<file path="src/rtl/core/hpt_pkg.sv">
// ----------------------------------------------------------------------------
// hpt_pkg
// Shared widths, codes and types of the homography point transform.
// ----------------------------------------------------------------------------
package hpt_pkg;

	localparam int PIX_W          = 16;
	localparam int COORD_INT_BITS = 12;
	localparam int PIX_FRAC       = PIX_W - COORD_INT_BITS;
	localparam int COEF_W         = 48;
	localparam int COEF_FRAC      = 32;
	localparam int WORLD_W        = 48;
	localparam int WORLD_FRAC     = 16;
	localparam int PROD_W         = COEF_W + PIX_W + 1;
	localparam int SUM_W          = PROD_W + 1;
	localparam int MAG_W          = SUM_W - 1;
	localparam int DIV_STEPS      = WORLD_W;
	localparam int HI_W           = MAG_W + WORLD_FRAC - DIV_STEPS;
	localparam int LATENCY        = DIV_STEPS + 6;

	localparam int NUM_REGS = 8;
	localparam int ADDR_W   = 6;
	localparam int DATA_W   = 64;

	localparam logic [2:0] REG_XX = 3'd0;
	localparam logic [2:0] REG_XY = 3'd1;
	localparam logic [2:0] REG_XO = 3'd2;
	localparam logic [2:0] REG_YX = 3'd3;
	localparam logic [2:0] REG_YY = 3'd4;
	localparam logic [2:0] REG_YO = 3'd5;
	localparam logic [2:0] REG_PX = 3'd6;
	localparam logic [2:0] REG_PY = 3'd7;

	localparam logic [COEF_W-1:0] COEF_ONE = COEF_W'(1) << COEF_FRAC;

	localparam logic [1:0] ST_OK      = 2'd0;
	localparam logic [1:0] ST_BAD_DEN = 2'd1;
	localparam logic [1:0] ST_SAT     = 2'd2;

	localparam logic [WORLD_W-1:0] WORLD_MAX = {1'b0, {(WORLD_W-1){1'b1}}};
	localparam logic [WORLD_W-1:0] WORLD_MIN = {1'b1, {(WORLD_W-1){1'b0}}};

	typedef struct packed {
		logic [COEF_W-1:0] xx;
		logic [COEF_W-1:0] xy;
		logic [COEF_W-1:0] xo;
		logic [COEF_W-1:0] yx;
		logic [COEF_W-1:0] yy;
		logic [COEF_W-1:0] yo;
		logic [COEF_W-1:0] px;
		logic [COEF_W-1:0] py;
	} coef_t;

	typedef struct packed {
		logic valid;
		logic flag;
	} div_ctl_t;

endpackage

</file>
<file path="src/rtl/core/hpt_regs.sv">
// ----------------------------------------------------------------------------
// hpt_regs
// Coefficient register file behind the APB-style configuration port.
// ----------------------------------------------------------------------------
module hpt_regs (
	input  logic                       clk,
	input  logic                       arst_n,
	input  logic                       psel,
	input  logic                       penable,
	input  logic                       pwrite,
	input  logic [hpt_pkg::ADDR_W-1:0] paddr,
	input  logic [hpt_pkg::DATA_W-1:0] pwdata,
	output logic [hpt_pkg::DATA_W-1:0] prdata,
	output logic                       pready,
	output hpt_pkg::coef_t             coef
);

	hpt_pkg::coef_t           coef_q;
	logic [2:0]               idx;
	logic                     wr_en;
	logic [hpt_pkg::COEF_W-1:0] wval;
	logic [hpt_pkg::COEF_W-1:0] rval;

	assign pready = 1'b1;
	assign idx    = paddr[5:3];
	assign wr_en  = psel & penable & pwrite & pready;
	assign wval   = pwdata[hpt_pkg::COEF_W-1:0];

	always_ff @(posedge clk or negedge arst_n) begin
		if (!arst_n) begin
			coef_q.xx <= hpt_pkg::COEF_ONE;
			coef_q.xy <= '0;
			coef_q.xo <= '0;
			coef_q.yx <= '0;
			coef_q.yy <= hpt_pkg::COEF_ONE;
			coef_q.yo <= '0;
			coef_q.px <= '0;
			coef_q.py <= '0;
		end else if (wr_en) begin
			case (idx)
				hpt_pkg::REG_XX: coef_q.xx <= wval;
				hpt_pkg::REG_XY: coef_q.xy <= wval;
				hpt_pkg::REG_XO: coef_q.xo <= wval;
				hpt_pkg::REG_YX: coef_q.yx <= wval;
				hpt_pkg::REG_YY: coef_q.yy <= wval;
				hpt_pkg::REG_YO: coef_q.yo <= wval;
				hpt_pkg::REG_PX: coef_q.px <= wval;
				hpt_pkg::REG_PY: coef_q.py <= wval;
				default: ;
			endcase
		end
	end

	always_comb begin
		case (idx)
			hpt_pkg::REG_XX: rval = coef_q.xx;
			hpt_pkg::REG_XY: rval = coef_q.xy;
			hpt_pkg::REG_XO: rval = coef_q.xo;
			hpt_pkg::REG_YX: rval = coef_q.yx;
			hpt_pkg::REG_YY: rval = coef_q.yy;
			hpt_pkg::REG_YO: rval = coef_q.yo;
			hpt_pkg::REG_PX: rval = coef_q.px;
			hpt_pkg::REG_PY: rval = coef_q.py;
			default:         rval = '0;
		endcase
	end

	assign prdata = {{(hpt_pkg::DATA_W-hpt_pkg::COEF_W){1'b0}}, rval};
	assign coef   = coef_q;

endmodule

</file>
<file path="config.mk">
export PLATFORM = sky130hd
export DESIGN_NAME = hpt_regs
export DESIGN_NICKNAME = d
export VERILOG_FILES = /design/src/rtl/core/hpt_pkg.sv /design/src/rtl/core/hpt_regs.sv
export SDC_FILE = /design/constraint.sdc
export NUM_CORES = 1
export LEC_CHECK = 0
export BUFFER_PORTS_ARGS = -buffer_cell sky130_fd_sc_hd__buf_2
export CORE_ASPECT_RATIO = 2
export CORE_MARGIN = 5
export CORE_UTILIZATION = 45
export CTS_BUF_LIST = sky130_fd_sc_hd__clkbuf_8
export CTS_CLUSTER_DIAMETER = 50
export CTS_CLUSTER_SIZE = 12
export DETAILED_ROUTE_END_ITERATION = 8
export PLACE_DENSITY_LB_ADDON = 0.1
export SETUP_SLACK_MARGIN = 0.15
export SLEW_MARGIN = 20
export SYNTH_ARGS = -nofsm -noshare
export SYNTH_HDL_FRONTEND = slang
export SYNTH_SLANG_ARGS = --single-unit
</file>
<file path="constraint.sdc">
create_clock -name clk -period 4.8 [get_ports clk]
set_input_delay 0.72 -clock clk [delete_from_list [all_inputs] [get_ports clk]]
set_output_delay 0.72 -clock clk [all_outputs]
set_load 0.005 [all_outputs]
</file>
Word level (Yosys, flattened, before mapping)
Index checks and enable logic that the tools add are counted.

Reductions and logical operators: 9. Equality and inequality tests: 7. Mux-type cells: 1. Bitwise gates (word level): 2.

Operator list (number): $pmux 48 s8 (1); $reduce_and 2->1 (8); $eq 3x3->1 const B (4); $eq 3x2->1 const B (2); $eq 3x1->1 const B (1); $logic_not 3->1 (1); $and 1x1->1 (2).

Output and inout port bits: 449. Input port bits: 75. Bits in registers: 384. Logic and storage cells: 27.

Longest topological paths before layout
Gate-level depths: netlist of the first run.

Depth after elaboration: 3. Gate-level depth with buffers: 7.

Worst setup path after synthesis of the first run
No wires, ideal clock.

Kind: input to output. Start point: input port paddr[3] (netlist bit). End point: output port prdata[0] (netlist bit). Required time: 4.080 ns. Stages on the path: 6. Data arrival time: 1.872 ns. Slack: 2.208 ns. Path buffers: 4. Cell sequence: buf_2 buf_2 buf_2 buf_1 a221oi_1 o22a_1.

Word-level cells in the longest chain between the ends: 2.

RTL lines: start, declared (line hpt_regs.sv:11) `input logic [hpt_pkg::ADDR_W-1:0] paddr,`; $eq 3x3->1, or another cell as far along (line hpt_regs.sv:55) `case (idx)`; $pmux 48 s8 * (line hpt_regs.sv:55); end, declared (line hpt_regs.sv:13) `output logic [hpt_pkg::DATA_W-1:0] prdata,`.

Mark *: on every way between the ends. The rest lies on a longest branch, timed or not.

Worst setup path in the final report of the first run
Start point: input port paddr[4] (netlist bit). End point: output port prdata[38] (netlist bit).

Same word-level chain as after synthesis.

==> results of run 1 <==
==> final timing paths <==
check	start	to	slack, ns	cells past startpoint
max in group asynchronous	arst_n	coef[168]$_DFFE_PN0P_	3.45	2
worst max register to register	coef[363]$_DFFE_PN0P_	coef[363]$_DFFE_PN0P_	3.96	1
worst min register to register	coef[354]$_DFFE_PN0P_	coef[354]$_DFFE_PN0P_	0.53	1
worst max-delay path	paddr[4]	prdata[38]	1.07	6
min in group clk	pwdata[10]	coef[346]$_DFFE_PN0P_	0.47	2
worst min-delay path	arst_n	coef[38]$_DFFE_PN0P_	0.20	1
==> per-stage QoR <==
stage	utilization (%)	power [uW]	instance area, sq um	hold slack [ns]
after floorplan	-	5380	17500	0.424
after global placement	52.9	6600	20400	0.496
after detailed placement	52.9	6670	20400	0.512
after CTS	54.5	8580	21000	0.224
after global routing	54.5	8950	21000	0.244
final	54.5	8470	21000	0.204
==> kinds of logic after synthesis <==
family / after synthesis
other: 2
buffers and inverters: 154
AOI/OAI and AO/OA: 146
DFF: 384
and+or+nand+nor: 23
muxes: 526
==> where the power goes <==
group / switching, uW / internal (uW)
logic: 1040 / 1170
registers: 496 / 3870
clock network: 1100 / 790
total: 2640 / 5830
==> worst max-delay path: stages <==
cell and delay (ns):
buf_6 0.30, buf_4 0.61, nand2b_1 0.62, o22ai_1 0.38, o22a_1 0.21, buf_2 0.12
==> cell usage in the layout, fill, tap and decap left out, types with 23 or more instances in the layout <==
| master | n |
|---|---|
| buf_2 | 483 |
| dfrtp_1 | 382 |
| mux2_2 | 364 |
| mux2i_1 | 142 |
| inv_1 | 55 |
| o22ai_1 | 47 |
| a221oi_1 | 47 |
| o22a_1 | 47 |
| clkbuf_8 | 42 |
| buf_4 | 23 |
==> metal layers <==
metal | GRT usage, % | wire, um
met5 | 0 | 0
met4 | 12.3 | 2910
met3 | 6.46 | 4150
met2 | 46.5 | 30000
met1 | 30.5 | 21300
==> layout make-up <==
type,count,area [sq um],area share (%)
Antenna cell,3,7.51,0.0357
Timing Repair Buffer,516,2780,13.2
Multi-Input combinational cell,712,7160,34.1
Sequential cell,384,9610,45.8
Inverter,48,180,0.858
Clock inverter,9,40.0,0.191
Clock buffer,42,578,2.75
Tap cell,520,651,3.10
==> summary.md, run 1 <==
| Metric | Value |
|---|---|
| Critical path start-end classification | primary input to output port |
| Length of the first detailed-routing pass in iterations | 5 |
| Maximum VDD drop | 247 uV |
| Worst setup skew after layout | 0 ns |
| Residual DRC count | 0 |
| Area share of the leading cell type in the synthesized netlist | ~55% |
| Clock sink count | 384 |
| Final routed wire length divided by cell count | 26.2 um |
| Max reg flops | ~380 |
| Fmax | approximately 270 MHz |
| Post-Route WL | 58.4 mm |
| Number of buffers inserted for hold repair after clock tree synthesis | 0 |
| Global placer's final weighted congestion | around 0.8 |
| Total gr overflow | 0 |
| Detailed placer's ending HPWL | 39.9 mm |
| Count of different cell masters after synthesis | 27 |
| Placement Rows | 102 |
| Vias in the first global route | between 10,000 and 15,000 |
| Leading cell type by number of instances after synthesis | dfrtp_1 |
| Fraction of layout cells with a size suffix above 1 | a little over half |
| CTS Root Buffer Type | clkbuf_8 |
| Average footprint of a synthesized cell | approximately 14 sq um |
| Final max-slew violation count | 0 |
| Antenna-violating nets left | 0 |
| Die Outline Area | 0.0429 sq mm |
| Total global routing track utilization | 26.6% |
| Initial antenna violation count | 3 |
| Die span in x | 149 um |
| Post-Syn Instances | 1,235 |
| Number of buffers inserted by port buffering | 487 |
| Slew @ Worst Pin | 0.941 ns |
| Count of cells resized by post-cts repair | 0 |
| Number of vias in the routed layout | between 10,000 and 15,000 |
| Combined area of all synthesized cells | approximately 0.017 sq mm |
| Clock Path Buffers | 3 |
| Worst slack, placed | 1.08 ns |
| Post-layout minimum cycle time | around 3.7 ns |
| Number of register bits inferred by synthesis | 384 |
| Synth area leader | dfrtp_1 |
| Clk slew on worst S/H paths | 0.08 ns |
| First-pass GRT wire length | 86.5 mm |
| Top cells by instance count after synthesis | dfrtp_1 (382), mux2_2 (364), mux2i_1 (142) |
| Routed via count divided by cell count | 5.57 |
| Result of the run | finished, final reports clean |
| Setup Viol. Count Final | 0 |
| Power per unit of standard cell area | about 400 mW/mm^2 |
| Height of the die | approximately 290 um |
| Share of synthesized cell area in and, or, nand and nor gates | less than 1% |
| Iter 0 DRT Violations | 497 |
| Number of warnings reported in the yosys synthesis log | 0 |
| Maximum number of pins on one net before global-route repair | 106 |
| Combinational family with the most area after synthesis | multiplexers |
| Setup fix buffers added after clock tree synthesis | 0 |
| Tcrit/Tclk final | 77.7% |
| Static leakage | 0.0107 uW |
| Final net count | approximately 1,800 |
| Slew headroom | 37.3% |
| Clock buffer count from CTS | 38 |
| Number of H-tree levels | 2 |
| Number of maximum-capacitance constraint violations | 0 |
| Placeable Area | 0.0385 sq mm |
| Placed cells | 2,180 |
| Fillcell total | 3,440 |
| Number of flops mapped to enable cells by yosys | 0 |
| Async S/R FF share, synth | 100% |
| Multiplexer share of the synthesized area | about a third |
| Setup TNS Final | 0 ns |
| Cells taking the most area after synthesis | dfrtp_1 (55%), mux2_2 (24%), mux2i_1 (8.2%), a221oi_1 (2.4%), o22a_1 (2.4%) |
| Category of the worst setup path launch point | primary input |
| I/O pins | 524 |
| Compound-gate portion of the synthesized area | 6.62% |
| Share of synthesized cell area in full adder, half adder and majority cells | 0% |
| Starting density of the core | 45.1% |
| Clock tree from TritonCTS | built |
| Non-filler instance count after layout | 2,234 |
| Endpoint arrival time on the critical path | 3.01 ns |
| Sequential fraction of the synthesis area | 55.3% |
| Hold crit path type | primary input to asynchronous set/reset pin |
| Top FF cell, synth | dfrtp_1 |
| Maximum fanout along the worst path | 36 |
| Unrepaired setup endpoints after global routing | no |
| Number of hold violations in the final report | 0 |
| Data required, critical path | 4.08 ns |
| Insertion delay of the later-clocked pin in the worst-skew pair | between 0.5 and 0.6 ns |
| Area growth syn-to-layout | 20.8% |
| Xor/xnor share of the synthesized area | 0% |
| Final setup margin | 1.07 ns |
| CP endpoint kind | output port |
Note: power is estimated with default switching activity, not from simulation.
==> run 2, diff against run 1 <==
clock period = 3.7 ns   (was 4.8 ns; I/O delays follow)
==> run 2 against run 1 <==
Wire length up 0.78%. Critical path depth did not move. Clock skew stayed put. Flip-flop and latch count stayed put. Core utilization is 0.081 points higher. Sequential share of layout area is 0.068 points lower. Highest routed layer unchanged.
==> summary.md, run 2 (synthesized netlist as in run 1, its figures left out) <==
| Metric | Value |
|---|---|
| CP max stage delay | 0.66 ns (+0.04 ns) |
| Maximum number of pins on one net before global-route repair | 75 (-29%) |
| Maximum VDD drop | 340 uV (+38%) |
| Detailed placer's ending HPWL | 41.1 mm (+2.9%) |
| Starting density of the core | 45.1% (unchanged) |
| Critical path start-end classification | primary input to output port |
| Slew @ Worst Pin | 0.760 ns (-0.181 ns) |
| Number of vias in the routed layout | 12,600 (+1.5%) |
| Worst setup path endpoint | prdata[38] |
| Power per unit of standard cell area | 516 mW/mm^2 (+28%) |
| Placement Rows | 102 (unchanged) |
| Placed cells | 2,193 (+0.60%) |
| Number of hold violations in the final report | 0 (unchanged) |
| Result of the run | finished, final reports clean |
| Number of maximum-capacitance constraint violations | 0 (unchanged) |
| Die Outline Area | 0.0429 sq mm (unchanged) |
| CP dominant cell by count | buf_4 |
| Setup fix buffers added after clock tree synthesis | 0 (unchanged) |
| Clock buffer count from CTS | 37 (-2.6%) |
| Worst setup skew after layout | 0 ns (unchanged) |
| Height of the die | 288 um (unchanged) |
| Capturing point of the worst reg2reg path | coef[315]$_DFFE_PN0P_ |
| Final routed wire length divided by cell count | 26.3 um (+0.56%) |
| Post-Route WL | 58.9 mm (+0.78%) |
| Util after Layout | 54.6% (+0.081 points) |
| Reg2Reg Depth | 1 (unchanged) |
| Unrepaired setup endpoints after global routing | no |
| Final max-slew violation count | 0 (unchanged) |
| Most common cell after layout, fill and taps aside | buf_2 |
| Total gr overflow | 0 (unchanged) |
| Iter 0 DRT Violations | 514 (+3.4%) |
| Antenna-violating nets left | 0 (unchanged) |
| Length of the first detailed-routing pass in iterations | 5 (unchanged) |
| Category of the worst setup path launch point | primary input |
| Global placer's final weighted congestion | 0.801 (about the same) |
| Initial antenna violation count | 3 (unchanged) |
| Tcrit/Tclk final | between 80% and 90% |
| Setup TNS Final | 0 ns (unchanged) |
| Insertion delay of the later-clocked pin in the worst-skew pair | 0.54 ns (about the same) |
| Total global routing track utilization | 26.9% (+0.32 points) |
| CTS Root Buffer Type | clkbuf_8 |
| Flop-to-flop setup slack | 2.87 ns (-1.09 ns) |
| Clk slew on worst S/H paths | 0.08 ns (about the same) |
| Placeable Area | 0.0385 sq mm (unchanged) |
| Die span in x | 149 um (unchanged) |
| Number of H-tree levels | 2 (unchanged) |
| Setup Viol. Count Final | 0 (unchanged) |
| Maximum fanout along the worst path | 24 (-33%) |
| Max reg flops | 384 (unchanged) |
| Commonest non-fill, non-tap cells in the layout | buf_2 (483), dfrtp_1 (382), mux2_2 (364) |
| Non-filler instance count after layout | 2,239 (+0.22%) |
| Fmax | 318 MHz |
| Vias in the first global route | 13,500 (-0.26%) |
| Area growth syn-to-layout | 20.9% |
| Hold crit path type | primary input to flop |
| First-pass GRT wire length | 87.9 mm (+1.5%) |
| I/O pins | 524 (unchanged) |
| Critical path launch point | paddr[5] |
| Startpoint of the worst-slack reg-to-reg timing path | coef[315]$_DFFE_PN0P_ |
| CP endpoint kind | output port |
| Routed via count divided by cell count | 5.64 (+1.3%) |
| Residual DRC count | 0 (unchanged) |
| Total power | 10,800 uW (+28%) |
| Clock tree from TritonCTS | built |
| Static leakage | 0.0108 uW (+0.16%) |
| Cell with the largest stage delay on the worst path | nand2b_1 |
| Slew headroom | 49.3% (+12 points) |
| Post-layout minimum cycle time | 3.14 ns |
| Data required, critical path | 3.14 ns (-0.94 ns) |
| Endpoint arrival time on the critical path | 2.59 ns (-0.42 ns) |
| Clock sink count | 384 (unchanged) |
| Fraction of layout cells with a size suffix above 1 | 55.1% (+0.16 points) |
| Clock Path Buffers | 3 (unchanged) |
| Final net count | 1,788 (+0.73%) |
| Number of buffers inserted by port buffering | 487 (unchanged) |
| Cell breakdown of the critical path | buf_4 -> buf_4 -> nand2b_1 -> o22ai_1 -> o22a_1 -> buf_2 |
[run 2: where the power goes]
group / switching [uW] / internal, uW / total, uW
Sequential: 660 / 5020 / 5680
Clock: 1390 / 905 / 2290
Combinational: 1350 / 1520 / 2870
Total: 3400 / 7450 / 10800
[run 2: metrics by stage]
| stage | instance area (sq um) | setup WS, ns | hold WS (ns) |
|---|---|---|---|
| CTS | 21000 | 0.539 | 0.270 |
| floorplan | 17500 | 1.44 | 0.259 |
| detailed placement | 20500 | 0.537 | 0.507 |
| global route | 21000 | 0.485 | 0.297 |
| finish | 21000 | 0.558 | 0.311 |
| global placement | 20500 | 0.576 | 0.497 |
[run 2: timing repair]
action | 4_1_cts | 5_1_grt
resized for setup | 0 | 0
endpoints found under the hold margin | 58 | 0
hold buffers | 1 | 0
[run 2: how the worst min path moves through the flow]
stage | cells after the start | start | to
floorplan | 0 | arst_n | coef[0]$_DFFE_PN0P_
global placement | 1 | coef[353]$_DFFE_PN0P_ | coef[353]$_DFFE_PN0P_
detailed placement | 1 | coef[355]$_DFFE_PN0P_ | coef[355]$_DFFE_PN0P_
CTS | 2 | pwdata[9] | coef[345]$_DFFE_PN0P_
global route | 2 | pwdata[23] | coef[359]$_DFFE_PN0P_
finish | 2 | pwdata[23] | coef[359]$_DFFE_PN0P_
[run 2: metal layers]
layer  track usage, %  vias to the layer above  wire, um  part of all wire [%]
li1                 -                     5437         -                     -
met1             31.7                     6578     21800                    37
met2             47.2                      493     30400                    52
met3             5.75                      116      4050                   6.9
met4             11.3                        0      2630                   4.5
met5                0                        -         0                     0
[run 2: worst max-delay path: cells and delay by family]
kind / cells / cell delay, ns
buffers and inverters: 3 / 0.90
AND/OR/NAND/NOR: 1 / 0.66
AO/OA/AOI/OAI: 2 / 0.45
[run 2: layout make-up]
class	instances	area, sq um
clock buffers	37	509
inverters	48	180
fillers	3413	17500
multi-input cells	712	7160
diodes	2	5.00
clock inverters	6	22.5
repair buffers	530	2900
flip-flops and latches	384	9610
well taps	520	651
